File: config.mk
export PLATFORM = sky130hd
export DESIGN_NAME = gmwt_front
export DESIGN_NICKNAME = d
export VERILOG_FILES = /design/src/design/gmwt_pkg.sv /design/src/design/gmwt_front.sv
export SDC_FILE = /design/constraint.sdc
export NUM_CORES = 1
export LEC_CHECK = 0
export ABC_AREA = 1
export BUFFER_PORTS_ARGS = -buffer_cell sky130_fd_sc_hd__buf_2
export CORE_MARGIN = 1
export CORE_UTILIZATION = 28
export CTS_CLUSTER_SIZE = 10
export DETAILED_ROUTE_END_ITERATION = 8
export GPL_TIMING_DRIVEN = 1
export PLACE_DENSITY = 0.85
export REMOVE_ABC_BUFFERS = 1
export SETUP_SLACK_MARGIN = 0.15
export SLEW_MARGIN = 5
export SYNTH_ARGS = -nofsm -noshare
export SYNTH_HDL_FRONTEND = slang
export SYNTH_SLANG_ARGS = --single-unit
File: constraint.sdc
create_clock -name clock -period 2.38 [get_ports clock]
set_clock_uncertainty 0.05 [all_clocks]
set_input_delay 0.119 -clock clock [delete_from_list [all_inputs] [get_ports clock]]
set_output_delay 0.119 -clock clock [all_outputs]
set_load 0.02 [all_outputs]
File: src/design/gmwt_pkg.sv
// Shared types, codes and constants of the G-code motion word tracker.
package gmwt_pkg;

   // Word letter codes on the request channel.
   localparam logic [2:0] FUNC_G = 3'd0;
   localparam logic [2:0] FUNC_X = 3'd1;
   localparam logic [2:0] FUNC_Y = 3'd2;
   localparam logic [2:0] FUNC_Z = 3'd3;
   localparam logic [2:0] FUNC_F = 3'd4;

   // G numbers that the tracker acts on.
   localparam logic [9:0] G_RAPID  = 10'd0;
   localparam logic [9:0] G_LINEAR = 10'd1;
   localparam logic [9:0] G_INCH   = 10'd20;
   localparam logic [9:0] G_MM     = 10'd21;
   localparam logic [9:0] G_ABS    = 10'd90;
   localparam logic [9:0] G_REL    = 10'd91;

   // Axis indexes.
   localparam logic [1:0] AXIS_X = 2'd0;
   localparam logic [1:0] AXIS_Y = 2'd1;
   localparam logic [1:0] AXIS_Z = 2'd2;
   localparam int         NUM_AXES = 3;

   // Inch conversion: round(a * 25.4) = 25 * a + floor((2 * a + 2) / 5).
   localparam logic [32:0] INCH_WHOLE   = 33'd25;
   localparam logic [31:0] RECIP_FIVE   = 32'hCCCCCCCD;
   localparam int          RECIP_SHIFT  = 34;
   // Magnitudes at or above 2^27 always saturate after scaling.
   localparam int          INCH_MAG_BITS = 27;

   localparam logic [30:0] LIMIT_RESET = 31'd9830400;

   localparam logic signed [31:0] POS_MAX = 32'sh7FFFFFFF;
   localparam logic signed [31:0] POS_MIN = 32'sh80000000;
   localparam logic [32:0]        MAG_MAX = 33'h07FFFFFFF;
   localparam logic [32:0]        MAG_MIN = 33'h080000000;

   localparam int QUEUE_DEPTH = 4;
   localparam int QUEUE_AW    = 2;

   typedef enum logic [2:0] {
      OP_NONE,
      OP_MOVE,
      OP_ABS,
      OP_REL,
      OP_INCH,
      OP_MM,
      OP_AXIS,
      OP_FEED
   } op_type;

   typedef struct packed {
      op_type             op;
      logic [1:0]         axis;
      logic               inch;
      logic signed [31:0] value;
      logic               line_end;
   } word_type;

   typedef struct packed {
      logic full;
      logic empty;
   } queue_status_type;

endpackage

File: src/design/gmwt_front.sv
// Front end: decodes each accepted word and tracks the unit mode.
module gmwt_front (
   input  logic                clock,
   input  logic                reset,
   input  logic                accept,
   input  logic [2:0]          req_func,
   input  logic [9:0]          req_g_number,
   input  logic signed [31:0]  req_word_value,
   input  logic                req_line_end,
   output gmwt_pkg::word_type  word
);

   logic            metric_ff;
   logic            metric_in;
   gmwt_pkg::op_type op;
   logic [1:0]      axis;

   always_comb begin
      op   = gmwt_pkg::OP_NONE;
      axis = gmwt_pkg::AXIS_X;
      case (req_func)
         gmwt_pkg::FUNC_G: begin
            case (req_g_number)
               gmwt_pkg::G_RAPID:  op = gmwt_pkg::OP_MOVE;
               gmwt_pkg::G_LINEAR: op = gmwt_pkg::OP_MOVE;
               gmwt_pkg::G_ABS:    op = gmwt_pkg::OP_ABS;
               gmwt_pkg::G_REL:    op = gmwt_pkg::OP_REL;
               gmwt_pkg::G_INCH:   op = gmwt_pkg::OP_INCH;
               gmwt_pkg::G_MM:     op = gmwt_pkg::OP_MM;
               default:            op = gmwt_pkg::OP_NONE;
            endcase
         end
         gmwt_pkg::FUNC_X: begin
            op   = gmwt_pkg::OP_AXIS;
            axis = gmwt_pkg::AXIS_X;
         end
         gmwt_pkg::FUNC_Y: begin
            op   = gmwt_pkg::OP_AXIS;
            axis = gmwt_pkg::AXIS_Y;
         end
         gmwt_pkg::FUNC_Z: begin
            op   = gmwt_pkg::OP_AXIS;
            axis = gmwt_pkg::AXIS_Z;
         end
         gmwt_pkg::FUNC_F: op = gmwt_pkg::OP_FEED;
         default:          op = gmwt_pkg::OP_NONE;
      endcase
   end

   // A unit change takes effect for the words after it.
   always_comb begin
      metric_in = metric_ff;
      if (accept && op == gmwt_pkg::OP_INCH) metric_in = 1'b0;
      if (accept && op == gmwt_pkg::OP_MM) metric_in = 1'b1;
   end

   always_ff @(posedge clock) begin
      if (reset) begin
         metric_ff <= 1'b1;
      end else begin
         metric_ff <= metric_in;
      end
   end

   assign word.op       = op;
   assign word.axis     = axis;
   assign word.inch     = !metric_ff;
   assign word.value    = req_word_value;
   assign word.line_end = req_line_end;

endmodule

==> impl_metrics.json, run 1 <==
{
  "status": "finished, violations left",
  "violations": "DRC",
  "slew_violations": 0,
  "powerDensity_nw_per_um2": 184,
  "fmax_mhz": 819,
  "drc": 16,
  "crit_type": "input pin to primary output",
  "ff_latch_area_um2": 20.0,
  "worst_setup_path_end_kind": "primary output",
  "fin_crit_sh_pct": 51.3,
  "ys_ff_latch": 1,
  "multi_input_area_um2": 178,
  "ant_nets": 0,
  "r2r_slack_ns": 1.77,
  "via_per_inst": 4.78,
  "start_kind": "input pin",
  "grt.met2_usage_pct": 43.6,
  "drt_iter0_drc": 16,
  "period_needed_ns": 1.22,
  "use_met3_pct": 32.1,
  "die_w_um": 43.4,
  "rr_endpoint": "metric_ff",
  "initial_core_util_pct": 30.7,
  "synth_cells": 78,
  "layout.nets": 117,
  "dp.cells": 82,
  "portBuffers": 21,
  "p_leak_nw": 0.213,
  "area_growth_pct": -25.6,
  "crit_required_ns": 2.21,
  "top_register": "metric_ff",
  "layout_common_cells": "21 x buf_2, 10 x nor2_1, 9 x inv_1, 9 x nand3_1, 7 x nand2_1",
  "die_y_um": 43.4,
  "hp-class": "input pin to primary output",
  "final_common_cell": "buf_2",
  "grt_max_degree": 6,
  "cap_violations": 0,
  "crit_path_start": "req_g_number[5]",
  "grt_pass1_wl_um": 2720,
  "wl_um": 2050,
  "final_hold_viol_count": 0,
  "overflow": 0,
  "place.gp.congestion": 0.796,
  "antenna_found_initial": 0,
  "avgSynthCellArea_um2": 6.14,
  "setup_tns_ns": 0,
  "seq_area_frac_synth_pct": 4.18,
  "num_rows": 14,
  "critPathMaxFanout": 3,
  "post_cts_buffers": 0,
  "drive_gt1_share_pct": 40.9,
  "yosysWarningCount": 0,
  "rr_worst_depth": 2,
  "fin_cells": 82,
  "vdd_ir_drop_max_v": 0.0000467,
  "worstPathArrival_ns": 1.05,
  "drt-pass1-iter-count": 5,
  "post_cts_resized": 0,
  "reg.largest.list": "metric_ff: 1 flops",
  "total_power_mw": 0.0656,
  "setup_slack_ns": 1.16,
  "setup_viol": 0,
  "clkLatencyLatePin_ns": 0,
  "num_vias": 392,
  "relSlewSlack_pct": 84.9,
  "syn-cell-area_um2": 479,
  "setup.worst_path.end": "word[36]",
  "core_um2": 1560,
  "r2r-start": "metric_ff",
  "io_pins": 88,
  "grt_pass1_vias": 400,
  "grt_use_total_pct": 21.9,
  "rsz0062_at_grt": "no",
  "worst_pin_slew_ns": 0.225,
  "fill_cells": 177,
  "pre_cts_ws_ns": 1.16,
  "largest_reg_flops": 1,
  "insertedDiodeCount": 0,
  "dp_hpwl_um": 2020,
  "grt.busiest_layer": "met2",
  "holdBufCountCts": 0,
  "met1_usage_pct": 8.35,
  "synth_cell_types": 14,
  "fp.dieArea_um2": 1880,
  "wl_per_cell_um": 25.0
}
## where the power goes
group / internal (mW) / switching (mW)
logic: 0.0197 / 0.0288
clock network: 0 / 0
registers: 0.0171 / 0.00000284
total: 0.0368 / 0.0288
## critical path, stage by stage
cell	delay, ns
buf_2	0.11
inv_1	0.06
nand2_1	0.05
nor2_1	0.20
nand3_1	0.11
nand3_1	0.12
and2_2	0.14
buf_2	0.15
## per-layer routing
layer	vias up	part of all wire, %
li1	183	-
met1	163	13
met2	46	53
met3	0	34
met4	0	0
met5	-	0
## cells by family (layout without fill, tap and decap cells)
group | after synthesis | in the layout | share of synthesized area (%)
simple gates | 33 | 33 | 34.2
compound gates | 1 | 1 | 1.04
buf+inv | 42 | 30 | 58.7
xor+xnor | 1 | 1 | 1.83
flops | 1 | 1 | 4.18
## through the flow
stage	util, %	hold slack (ns)	instance area (um^2)
5_1_grt	22.9	0.188	357
3_3_place_gp	22.9	0.188	357
6_report	22.9	0.188	357
2_1_floorplan	-	0.177	231
3_5_place_dp	22.9	0.188	357
4_1_cts	22.9	0.188	357
## worst min-delay path by stage
stage                             from  slack [ns]  depth (start not counted)         to
floorplan                        reset        0.18                          2  metric_ff
global placement     req_word_value[9]        0.19                          0   word[10]
detailed placement   req_word_value[9]        0.19                          0   word[10]
CTS                  req_word_value[9]        0.19                          0   word[10]
global route        req_word_value[12]        0.19                          0   word[13]
finish              req_word_value[12]        0.19                          0   word[13]
## cell usage after synthesis, drive strengths merged
cell / count / area (um^2)
nand4: 1 / 12.5
nor2: 13 / 61.3
buf: 33 / 248
o21ai: 1 / 5.00
inv: 9 / 33.8
nand3: 9 / 45.0
and2: 1 / 7.51
nand2: 8 / 32.5
xor2: 1 / 8.76
dfxtp: 1 / 20.0
nor3: 1 / 5.00
## layout make-up
cell class | instances | area share, %
multi-input combinational | 35 | 49.8
tap | 16 | 5.61
sequential | 1 | 5.61
inverter | 9 | 9.47
timing repair buffer | 21 | 29.5
Power figures use the tool's default switching activity.
==> run 2: changes to the inputs <==
- CORE_ASPECT_RATIO: unset -> 1.4
- CORE_UTILIZATION: 28 -> 26
- PLACE_DENSITY: 0.85 -> 0.8
- clock period: 2.38 -> 1.2 ns (I/O delays scaled with it)
==> impl_metrics.json, run 2 (same netlist as run 1, synthesis figures left out) <==
{
  "area_growth_pct": -7.31,
  "worst_setup_path_end_kind": "primary output",
  "place.gp.congestion": 0.685,
  "wl_per_cell_um": 26.6,
  "grt_use_total_pct": 20.3,
  "crit_required_ns": 1.09,
  "die_y_um": 52.8,
  "powerDensity_nw_per_um2": 347,
  "relSlewSlack_pct": 89.3,
  "largest_reg_flops": 1,
  "num_vias": 394,
  "dp_hpwl_um": 2110,
  "fill_cells": 208,
  "layout_common_cells": "18 x buf_2, 8 x inv_1, 7 x nand2_1",
  "post_cts_buffers": 0,
  "layout.nets": 117,
  "setup_tns_ns": 0,
  "holdBufCountCts": 0,
  "fp.dieArea_um2": 2020,
  "wl_um": 2290,
  "start_kind": "input pin",
  "top_register": "metric_ff",
  "worstPathArrival_ns": 0.93,
  "crit_top_cell": "nand3_2",
  "drc": 0,
  "grt_pass1_wl_um": 2430,
  "slew_violations": 0,
  "max_stage_delay_ns": 0.15,
  "cap_violations": 0,
  "status": "finished clean",
  "ant_nets": 0,
  "period_needed_ns": 1.04,
  "final_hold_viol_count": 0,
  "p_leak_nw": 0.225,
  "portBuffers": 21,
  "final_common_cell": "buf_2",
  "drt-pass1-iter-count": 4,
  "reg.largest.list": "metric_ff: 1 flops",
  "drt_iter0_drc": 7,
  "critPathMaxFanout": 3,
  "rsz0062_at_grt": "yes",
  "via_per_inst": 4.58,
  "die_w_um": 38.3,
  "fmax_mhz": 963,
  "utilization_pct": 25.3,
  "worst_pin_slew_ns": 0.161,
  "drive_gt1_share_pct": 57.6,
  "grt_max_degree": 6,
  "num_rows": 18,
  "insertedDiodeCount": 0,
  "fin_crit_sh_pct": 86.5,
  "antenna_found_initial": 0,
  "initial_core_util_pct": 27.3,
  "critPathSlowestCell": "nor2_4",
  "crit_chain": "buf_2 -> nor2_1 -> nand2_1 -> nor2_4 -> nand3_2 -> nand3_2 -> and2_4 -> buf_6",
  "io_pins": 88,
  "clkLatencyLatePin_ns": 0,
  "setup_viol": 0,
  "crit_type": "input pin to primary output",
  "grt_pass1_vias": 284,
  "core_um2": 1760,
  "hp-class": "input pin to primary output",
  "vdd_ir_drop_max_v": 0.000128,
  "overflow": 0
}
-- run 2: layout make-up --
class | instances | area (um^2) | share of cell area (%)
inverter | 9 | 33.8 | 7.61
sequential | 1 | 20.0 | 4.51
multi-input combinational | 35 | 241 | 54.4
timing repair buffer | 21 | 124 | 27.9
tap | 20 | 25.0 | 5.63
-- run 2: path summary, 6_finish.rpt --
check                           slack, ns  cells past startpoint   endpoint                from
worst max-delay path                 0.16                      8   word[36]     req_g_number[1]
worst min-delay path                 0.07                      0   word[23]  req_word_value[22]
worst max register to register       0.60                      2  metric_ff           metric_ff
worst min register to register       0.43                      2  metric_ff           metric_ff
-- run 2: routing by layer --
| layer | share of wire, % | routed length, um | GRT usage (%) | vias up |
|---|---|---|---|---|
| met5 | 0 | 0 | 0 | - |
| met4 | 0 | 0 | 0 | 0 |
| met3 | 29 | 670 | 27.7 | 0 |
| met2 | 59 | 1340 | 43.5 | 41 |
| met1 | 12 | 274 | 5.30 | 172 |
| li1 | - | - | - | 181 |
-- run 2: report_power, final --
part	switching [mW]	internal [mW]	leakage [nW]
sequential	0.00000812	0.0339	0.00810
combinational	0.0705	0.0496	0.217
clock	0	0	0
total	0.0705	0.0835	0.225
-- run 2: repair_timing --
action                     CTS  global route
resized for setup            6            15
setup endpoints to repair    2             3
pin swaps                    5            10
-- run 2: worst max-delay path: cells and delay by family --
family	cells	cell delay [ns]
buffers and inverters	2	0.20
and+or+nand+nor	6	0.65
-- run 2: stage by stage --
step           worst slack [ns]  instances  area, um^2  total power [mW]  hold slack, ns
2_1_floorplan             0.312         45         231            0.0826          0.0700
3_3_place_gp              0.113         86         362             0.128          0.0702
3_5_place_dp             0.0983         86         362             0.130          0.0702
4_1_cts                   0.162         86         383             0.137          0.0702
5_1_grt                  0.0939         86         444             0.165          0.0701
6_report                  0.162         86         444             0.154          0.0701
