==> src/design/gmwt_pkg.sv <==
// Shared types, codes and constants of the G-code motion word tracker.
package gmwt_pkg;

   // Word letter codes on the request channel.
   localparam logic [2:0] FUNC_G = 3'd0;
   localparam logic [2:0] FUNC_X = 3'd1;
   localparam logic [2:0] FUNC_Y = 3'd2;
   localparam logic [2:0] FUNC_Z = 3'd3;
   localparam logic [2:0] FUNC_F = 3'd4;

   // G numbers that the tracker acts on.
   localparam logic [9:0] G_RAPID  = 10'd0;
   localparam logic [9:0] G_LINEAR = 10'd1;
   localparam logic [9:0] G_INCH   = 10'd20;
   localparam logic [9:0] G_MM     = 10'd21;
   localparam logic [9:0] G_ABS    = 10'd90;
   localparam logic [9:0] G_REL    = 10'd91;

   // Axis indexes.
   localparam logic [1:0] AXIS_X = 2'd0;
   localparam logic [1:0] AXIS_Y = 2'd1;
   localparam logic [1:0] AXIS_Z = 2'd2;
   localparam int         NUM_AXES = 3;

   // Inch conversion: round(a * 25.4) = 25 * a + floor((2 * a + 2) / 5).
   localparam logic [32:0] INCH_WHOLE   = 33'd25;
   localparam logic [31:0] RECIP_FIVE   = 32'hCCCCCCCD;
   localparam int          RECIP_SHIFT  = 34;
   // Magnitudes at or above 2^27 always saturate after scaling.
   localparam int          INCH_MAG_BITS = 27;

   localparam logic [30:0] LIMIT_RESET = 31'd9830400;

   localparam logic signed [31:0] POS_MAX = 32'sh7FFFFFFF;
   localparam logic signed [31:0] POS_MIN = 32'sh80000000;
   localparam logic [32:0]        MAG_MAX = 33'h07FFFFFFF;
   localparam logic [32:0]        MAG_MIN = 33'h080000000;

   localparam int QUEUE_DEPTH = 4;
   localparam int QUEUE_AW    = 2;

   typedef enum logic [2:0] {
      OP_NONE,
      OP_MOVE,
      OP_ABS,
      OP_REL,
      OP_INCH,
      OP_MM,
      OP_AXIS,
      OP_FEED
   } op_type;

   typedef struct packed {
      op_type             op;
      logic [1:0]         axis;
      logic               inch;
      logic signed [31:0] value;
      logic               line_end;
   } word_type;

   typedef struct packed {
      logic full;
      logic empty;
   } queue_status_type;

endpackage

==> src/design/gmwt_queue.sv <==
// Small FIFO of decoded words between the front end and the back end.
module gmwt_queue (
   input  logic                         clock,
   input  logic                         reset,
   input  logic                         push,
   input  gmwt_pkg::word_type           push_word,
   input  logic                         pop,
   output gmwt_pkg::word_type           head,
   output gmwt_pkg::queue_status_type   status
);

   gmwt_pkg::word_type            mem_ff [gmwt_pkg::QUEUE_DEPTH];
   logic [gmwt_pkg::QUEUE_AW-1:0] wr_ptr_ff;
   logic [gmwt_pkg::QUEUE_AW-1:0] wr_ptr_in;
   logic [gmwt_pkg::QUEUE_AW-1:0] rd_ptr_ff;
   logic [gmwt_pkg::QUEUE_AW-1:0] rd_ptr_in;
   logic [gmwt_pkg::QUEUE_AW:0]   count_ff;
   logic [gmwt_pkg::QUEUE_AW:0]   count_in;

   always_comb begin
      wr_ptr_in = wr_ptr_ff;
      rd_ptr_in = rd_ptr_ff;
      count_in  = count_ff;
      if (push) begin
         wr_ptr_in = wr_ptr_ff + 1'b1;
      end
      if (pop) begin
         rd_ptr_in = rd_ptr_ff + 1'b1;
      end
      if (push && !pop) begin
         count_in = count_ff + 1'b1;
      end else if (pop && !push) begin
         count_in = count_ff - 1'b1;
      end
   end

   always_ff @(posedge clock) begin
      if (reset) begin
         wr_ptr_ff <= '0;
         rd_ptr_ff <= '0;
         count_ff  <= '0;
      end else begin
         wr_ptr_ff <= wr_ptr_in;
         rd_ptr_ff <= rd_ptr_in;
         count_ff  <= count_in;
      end
   end

   always_ff @(posedge clock) begin
      if (push) begin
         mem_ff[wr_ptr_ff] <= push_word;
      end
   end

   assign head         = mem_ff[rd_ptr_ff];
   assign status.full  = (count_ff == (gmwt_pkg::QUEUE_AW + 1)'(gmwt_pkg::QUEUE_DEPTH));
   assign status.empty = (count_ff == '0);

endmodule

==> config.mk <==
export PLATFORM = sky130hd
export DESIGN_NAME = gmwt_queue
export DESIGN_NICKNAME = d
export VERILOG_FILES = /design/src/design/gmwt_pkg.sv /design/src/design/gmwt_queue.sv
export SDC_FILE = /design/constraint.sdc
export NUM_CORES = 1
export LEC_CHECK = 0
export BUFFER_PORTS_ARGS = -buffer_cell sky130_fd_sc_hd__buf_4
export CORE_ASPECT_RATIO = 2
export CORE_UTILIZATION = 53
export CTS_BUF_LIST = sky130_fd_sc_hd__clkbuf_8
export DETAILED_ROUTE_END_ITERATION = 16
export GPL_TIMING_DRIVEN = 0
export HOLD_SLACK_MARGIN = 0.1
export PLACE_DENSITY = 0.75
export SETUP_SLACK_MARGIN = 0.4
export SLEW_MARGIN = 20
export SYNTH_ARGS = -nofsm -noshare
export SYNTH_HDL_FRONTEND = slang
export SYNTH_SLANG_ARGS = --single-unit
==> constraint.sdc <==
create_clock -name clock -period 1.9 [get_ports clock]
set_input_delay 0.095 -clock clock [delete_from_list [all_inputs] [get_ports clock]]
set_output_delay 0.095 -clock clock [all_outputs]
set_load 0.02 [all_outputs]
==> run summary, run 1 <==
The run finished with clean final reports. For met3 alone, demand over resource in global routing was 0.0436. The critical path is of the reg2out type. The total overflow reported by the global router is 0. After detailed routing, the total wire length is 10.5 mm. The reg-to-reg startpoint is count_ff[1]$_SDFFE_PP0P_.

The antenna diode instance count came out at 0. The insertion delay of the later-clocked pin in the worst-skew pair is 430 ps. For this run, the total global-route usage over all layers was measured as 0.197. The post-route DRC violation count is 0. The total via count in the routed design came out at roughly 2.9k. The number of input and output port buffers inserted came out at 82. For this run, the number of Yosys warnings is 0. At the placement stage, the worst setup path has a slack of 24.7 ps. The total placed cells including tap cells is between 400 and 500. The count of TritonRoute iterations in the first routing pass came out at 4. At the end of routability-driven placement, the weighted congestion stood at 0.706. The startpoint identified for the worst hold timing path is pop. Counting instances, the worst hold path has a depth of 5. The worst setup path is launched from a register.

The share of final-layout standard cells stronger than drive strength 1 is 0.420. In this run the deepest clock path goes through 2 buffers. The number of distinct library cells after synthesis came out at 21. The ratio of total power to cell area is roughly 1000 nW/µm².

The endpoint of the worst hold path is count_ff[0]$_SDFFE_PP0P_. Walking the worst path, the cells encountered are buf_8, clkbuf_16, mux4_2, buf_6. The top cell types in the final layout, fill and taps aside, are sky130_fd_sc_hd__edfxtp_1 (156), sky130_fd_sc_hd__buf_4 (66), sky130_fd_sc_hd__dlygate4sd3_1 (43), sky130_fd_sc_hd__mux4_2 (39), sky130_fd_sc_hd__buf_6 (22). For this run, the top clock speed supported by timing is about 540 MHz.

The total leakage power is roughly 2.8 nW. TritonCTS built the clock tree. Data on the critical path arrives at its endpoint at between 1500 and 2000 ps. The summed instance area of the synthesized netlist is 6050 µm². Counting flops and latches in the post-synthesis netlist gives 165. The met2 track demand over resource is 0.355.

The number of top-level design ports is between 80 and 90. The worst setup path is captured at an output port. The worst voltage drop across the vdd grid is slightly above 0.6 mV. The critical path's top delay family is multiplexers. The max-slew violation total from the final report came out at 0.

The post-route worst setup slack is roughly 53 ps. The die outline area came out at 11900 µm². The count of endpoints failing setup in the final report came out at 0.

The path class of the tightest hold or removal check is in2reg. The post-route fraction of the period consumed by the critical path came out at 0.972. In this run the critical register-to-register path is captured at count_ff[2]$_SDFFE_PP0P_.

The number of vias per cell after detailed routing is approximately 5.3. The mean routed wirelength per cell came out at 19.0 µm. The placement-stage cell area came out at approximately 6800 µm².

For met1 alone, demand over resource in global routing was 0.213. The time the worst path needs with I/O delays and setup is 1850 ps. The final instance area came out at between 7000 and 8000 µm². The final hold slack is ~230 ps. The final count of hold timing violations came out at 0. The layer flagged by global routing as most heavily used is met2. The overall power of the completed layout is ~7.9 mW. When the netlist entered floorplanning its net count stood at ~300. The gate count after technology mapping came out at 247. The detail route stage leaves a number of antenna-violating nets equal to 0. The die outline width is 77.5 µm. The library cell used most frequently in the layout, excluding fill and tap cells, is sky130_fd_sc_hd__edfxtp_1.

The slew at the pin closest to its max-slew limit is 383 ps. The detailed router finished its first iteration with between 100 and 150 violations. The number of fill cells in the layout is 669. The placeable core region came out at roughly 11000 µm². In the final design database the tool counted approximately 450 nets.

The setup check on the worst reg-to-reg path leaves a slack of roughly 470 ps. The largest single stage delay on the critical path is about 510 ps. The worst clock skew came out at approximately 4.6 ps. The largest net degree at the start of global routing came out at 21. The initialized floorplan defines 54 standard-cell rows. The portion of the post-synthesis area used by sequential elements is 0.804. The number of buffers and inverters on the critical path is 3. The initial antenna violation count was 0. The chip height is roughly 150 µm. TritonCTS created 17 clock buffers. The count of cells in the finished layout, fillers not included, comes to 552.

The cell at the root of the clock tree is sky130_fd_sc_hd__clkbuf_8. The initial core utilization is 0.549. The number of clock sinks seen by CTS came out at between 150 and 200.

The via count of the first global-routing pass is roughly 3.3k. The number of cells on the worst reg-to-reg path is 4. The clock transition at the registers of the reported paths is ~80 ps.

Of all nets on the critical path, the largest fanout is 5. The H-tree was split into 4 levels. The first global-routing pass estimated around 17 mm of wire. In this run the tightest slew margin relative to its limit is 0.745. At the worst endpoint, the required time is 1800 ps.

The number of max-cap violations is 0. The relative area change from synthesis to final layout is 30.5%. The highest-delay cell along the critical path is sky130_fd_sc_hd__mux4_2. Setup repair after global routing could not meet its margin everywhere. The mean instance size in the synthesized netlist came out at between 20 and 25 µm². The wire-length estimate of the detail-placed layout is 6.06 mm.
registers in the layout, indices dropped and copies added (netlist names), named ones only:
signal     cells
count_ff       3
mem_ff       156
rd_ptr_ff      2
wr_ptr_ff      2
worst reg2reg max path, stage by stage (launching register included):
cell                      delay (ps)
sky130_fd_sc_hd__dfxtp_2         350
sky130_fd_sc_hd__fa_2            360
sky130_fd_sc_hd__xor2_1          170
sky130_fd_sc_hd__or3_1           370
sky130_fd_sc_hd__a21oi_2         120
repair_timing:
action / in CTS / in global routing
cloned: 4 / 1
setup endpoints to repair: 196 / 78
buffers inserted: 2 / 1
gates resized for setup: 27 / 17
endpoints found under the hold margin: 165 / 0
pin swaps: 0 / 3
hold buffers: 43 / 0
power by group:
part / leakage [nW] / internal, mW / total, mW / switching, mW
combinational: 1.04 / 0.612 / 1.18 / 0.568
sequential: 1.51 / 4.17 / 4.22 / 0.0546
clock: 0.205 / 1.28 / 2.47 / 1.19
total: 2.75 / 6.06 / 7.87 / 1.81
cell families (layout without fill, tap and decap cells):
group                      after synthesis  in the layout  synth area share
muxes                                   41             41             0.149
and+or+nand+nor                         15             19            0.0122
buffers and inverters                   13            174            0.0122
DFF                                    165            165             0.804
AOI/OAI and AO/OA                        2              2           0.00165
xor gates and xnor gates                 5              5           0.00724
adders and majority gates                6              6            0.0137
cells in the mapped netlist:
master / n / area [µm²]
sky130_fd_sc_hd__buf_4: 2 / 15.0
sky130_fd_sc_hd__buf_6: 2 / 22.5
sky130_fd_sc_hd__xor2_1: 3 / 26.3
sky130_fd_sc_hd__a21oi_1: 1 / 5.00
sky130_fd_sc_hd__nor3b_1: 1 / 7.51
sky130_fd_sc_hd__mux2i_1: 2 / 20.0
sky130_fd_sc_hd__mux4_2: 39 / 878
sky130_fd_sc_hd__xnor2_1: 2 / 17.5
sky130_fd_sc_hd__o21ai_0: 1 / 5.00
sky130_fd_sc_hd__edfxtp_1: 156 / 4680
sky130_fd_sc_hd__dfxtp_1: 9 / 180
sky130_fd_sc_hd__clkbuf_1: 3 / 11.3
sky130_fd_sc_hd__fa_1: 1 / 20.0
sky130_fd_sc_hd__nor3_1: 1 / 5.00
sky130_fd_sc_hd__buf_2: 2 / 10.0
sky130_fd_sc_hd__inv_1: 4 / 15.0
sky130_fd_sc_hd__or3_1: 1 / 6.26
sky130_fd_sc_hd__nor2_1: 7 / 26.3
sky130_fd_sc_hd__nand2_1: 1 / 3.75
sky130_fd_sc_hd__and2_1: 4 / 25.0
sky130_fd_sc_hd__ha_1: 5 / 62.6
layout make-up:
| cell class | instances | area [µm²] | share of cell area |
|---|---|---|---|
| repair buffers | 129 | 1180 | 0.149 |
| clock inverters | 15 | 164 | 0.0208 |
| clock buffers | 17 | 234 | 0.0297 |
| well taps | 140 | 175 | 0.0222 |
| plain buffers | 9 | 90.1 | 0.0114 |
| multi-input cells | 73 | 1160 | 0.147 |
| flip-flops and latches | 165 | 4870 | 0.618 |
| inverters | 4 | 15.0 | 0.00190 |
through the flow:
| stage | util | setup TNS, ps |
|---|---|---|
| after floorplan | - | 0 |
| after global placement | 0.621 | 0 |
| after detailed placement | 0.621 | 0 |
| after CTS | 0.708 | 0 |
| after global routing | 0.716 | -43.2 |
| final | 0.716 | 0 |
per-layer routing:
layer  vias to the layer above  routed length (µm)
li1                       1333                   -
met5                         -                   0
met3                        22                 375
met4                         0                 230
met2                        78                6040
met1                      1472                3840
how the worst max path moves through the flow:
stage / depth (start not counted) / to
6_report: 4 / head[21]
5_1_grt: 4 / head[21]
2_1_floorplan: 3 / mem_ff[2][0]$_DFFE_PP_
3_5_place_dp: 2 / mem_ff[3][11]$_DFFE_PP_
4_1_cts: 4 / head[23]
3_3_place_gp: 3 / mem_ff[0][6]$_DFFE_PP_
No activity file was read; power rests on OpenSTA's default activity.
==> run 2, diff against run 1 <==
==> constraint.sdc (replaced) <==
create_clock -name clock -period 1.9 [get_ports clock]
set_input_delay 0 -clock clock [delete_from_list [all_inputs] [get_ports clock]]
set_output_delay 0 -clock clock [all_outputs]
set_load 0.02 [all_outputs]
==> run summary, run 2 (synthesis results as in run 1) <==
The flow ran to the end, and the final reports show no timing, DRC or antenna violations. The fraction of power consumed by sequential logic came out at 0.536 (about the same). The ratio of total power to cell area is 998 nW/µm² (about the same). The count of endpoints failing setup in the final report is 0 (unchanged). The die outline area is 11900 µm² (unchanged). The top register by number of flip-flops is mem_ff. The post-route fraction of the period consumed by the critical path came out at 0.924 (-0.0487). The worst setup path is of the reg2out kind. The critical path arrival is 1750 ps (about the same). The cell at the root of the clock tree is sky130_fd_sc_hd__clkbuf_8. The largest stage delay on the critical path came out at 510 ps (about the same). The maximum number of buffers from clock root to sink came out at 2 (unchanged). The mean routed wirelength per cell came out at 19.0 µm (+0.28%). The number of top-level design ports is 84 (unchanged).

The final hold slack was 132 ps (-102 ps). The signal on the critical path passes through buf_8, clkbuf_16, mux4_2, buf_6. For this design, the slowest cell found on the critical path is sky130_fd_sc_hd__mux4_2. The antenna diode instance count came to 0 (unchanged). The DRC marker count from the first detailed-route iteration came out at 132 (+2.3%). The tightest min-delay check is of the in2reg type. The total routed wire length on the met1 layer came out at 3.86 mm (+0.68%). The worst clock skew came to 4.87 ps (+0.231 ps). The die outline width came out at 77.5 µm (unchanged). The data required time at the worst endpoint is 1900 ps (+100 ps). The number of nets in the layout is 448 (unchanged). The most frequent standard cell in the layout excluding fill and tap cells is sky130_fd_sc_hd__edfxtp_1. The number of input and output port buffers inserted is 82 (unchanged). The wire length on met3 is 364 µm (-2.9%). The number of vias per cell after detailed routing came out at 5.25 (-0.31%). The switching share of power is 0.230 (about the same). The achievable frequency came out at 570 MHz (+5.3%). The final count of hold timing violations came to 0 (unchanged). The placeable core region is 11000 µm² (unchanged). The uppermost metal layer occupied by signal nets is met4. The clock group share of total power is 0.314 (about the same). The number of clock sinks seen by CTS is 165 (unchanged). The H-tree depth reported by CTS is 4 (unchanged). The relative area change from synthesis to final layout is 30.4% (about the same). The largest registers in the layout are mem_ff (156), count_ff (3). STA classifies the critical path startpoint as a register.

The final estimated routing congestion in global placement is 0.706 (unchanged). The total half-perimeter wirelength after legalization and detailed placement came out at 6.06 mm (unchanged). The max-slew violation total from the final report is 0 (unchanged). The element type at the critical path end is an output port. The time the worst path needs with I/O delays and setup came out at 1750 ps (-92.5 ps). The wire length of the first global-routing pass is 16.6 mm (unchanged).

The final wirelength came out at 10.5 mm (+0.28%). The cell count of the worst hold path came out at 5 (unchanged). The antenna violation net count after detailed routing is 0 (unchanged). The chip height came out at 153 µm (unchanged). The number of flip-flops in the largest register is 156 (unchanged).

The slew at the pin closest to its max-slew limit is 381 ps (-1.40 ps). The total number of placement rows is 54 (unchanged). The initial core utilization is 0.549 (unchanged). The count of TritonRoute iterations in the first routing pass is 4 (unchanged). Leaving out fill and tap cells, the most frequent cells in the layout are sky130_fd_sc_hd__edfxtp_1 (156), sky130_fd_sc_hd__buf_4 (67), sky130_fd_sc_hd__dlygate4sd3_1 (43), sky130_fd_sc_hd__mux4_2 (39), sky130_fd_sc_hd__buf_6 (21). The reported net switching power is 1.81 mW (about the same). TritonCTS built the clock tree. The total internal power is 6.06 mW (about the same). The via count of the first global-routing pass came to 3270 (unchanged).

The final total negative setup slack came out at 0 ps (unchanged). The maximum fanout encountered on the critical timing path came out at 5 (unchanged). The post-route DRC violation count is 0 (unchanged). The proportion of power drawn by combinational gates came to 0.150 (about the same).

The clock transition at the registers of the reported paths came out at 80 ps (about the same). The initial antenna violation count came out at 0 (unchanged). The total via count in the routed design was 2896 (-0.31%). The total global routing track utilization came out at 0.197 (unchanged).

The insertion delay of the later-clocked pin in the worst-skew pair is 430 ps (about the same). The worst voltage drop across the vdd grid is 0.614 mV (-0.26%). The total overflow reported by the global router came out at 0 (unchanged).

The largest net degree at the start of global routing is 21 (unchanged). The share of final-layout standard cells stronger than drive strength 1 came out at 0.420 (unchanged). The number of buffers created by CTS came out at 17 (unchanged). The length of routed met2 wiring was 6.05 mm (about the same). Setup repair after global routing could not meet its margin everywhere. The count of cells along the worst register-to-register path was 4 (unchanged). The total leakage power came out at 2.75 nW (about the same).

The number of max-cap violations came out at 0 (unchanged). The worst max-slew margin expressed relative to the limit came out at 0.746 (+0.000934).
==> run 2: changes by cell type in the layout (fill, tap and decap cells not counted) <==
cell	delta
sky130_fd_sc_hd__buf_4	+1
sky130_fd_sc_hd__buf_6	-1
==> run 2: worst paths after layout <==
path | from | endpoint | slack, ps
worst min register to register | count_ff[2]$_SDFFE_PP0P_ | count_ff[2]$_SDFFE_PP0P_ | 550
worst min-delay path | pop | count_ff[0]$_SDFFE_PP0P_ | 130
worst max-delay path | register | head[21] | 150
worst max register to register | count_ff[0]$_SDFFE_PP0P_ | count_ff[2]$_SDFFE_PP0P_ | 460
==> run 2: power by group through the flow <==
stage | sequential, mW | clock, mW | combinational, mW
2_1_floorplan | 4.29 | 0 | 0.595
3_3_place_gp | 4.29 | 0 | 0.981
3_5_place_dp | 4.31 | 0 | 1.00
4_1_cts | 4.22 | 2.53 | 1.15
5_1_grt | 4.24 | 2.67 | 1.26
6_report | 4.22 | 2.47 | 1.18
==> run 2: timing repair <==
action | in CTS | in global routing
hold buffers | 43 | 0
endpoints found under the setup margin | 196 | 78
setup buffers | 2 | 1
hold endpoints to repair | 165 | 0
pin swaps | 0 | 3
resized for setup | 27 | 16
cloned | 4 | 1
==> run 2: metal layers <==
metal,global-route usage,vias up
met3,0.0436,24
met2,0.355,76
met4,0.0961,0
li1,-,1334
met5,0,-
met1,0.213,1462
==> run 2: final cells by class <==
| class | instances | area (µm²) |
|---|---|---|
| timing repair buffer | 129 | 1170 |
| sequential | 165 | 4870 |
| inverter | 4 | 15.0 |
| clock buffer | 17 | 234 |
| clock inverter | 15 | 164 |
| fill | 670 | 3130 |
| multi-input combinational | 73 | 1160 |
| buffer | 9 | 90.1 |
| tap | 140 | 175 |
==> run 2: critical path: cells and delay by family, from the launching register on <==
| kind | cells | cell delay, ps |
|---|---|---|
| DFF | 1 | 380 |
| buffers and inverters | 3 | 440 |
| muxes | 1 | 510 |
==> run 2: stage by stage <==
stage	std cells	power [mW]	setup WS, ps	cell area (µm²)	util
2_1_floorplan	247	4.88	423	6050	-
3_3_place_gp	469	5.27	61.3	6840	0.621
3_5_place_dp	469	5.31	24.7	6840	0.621
4_1_cts	550	7.90	109	7800	0.708
5_1_grt	552	8.16	80.3	7890	0.716
6_report	552	7.87	145	7890	0.716
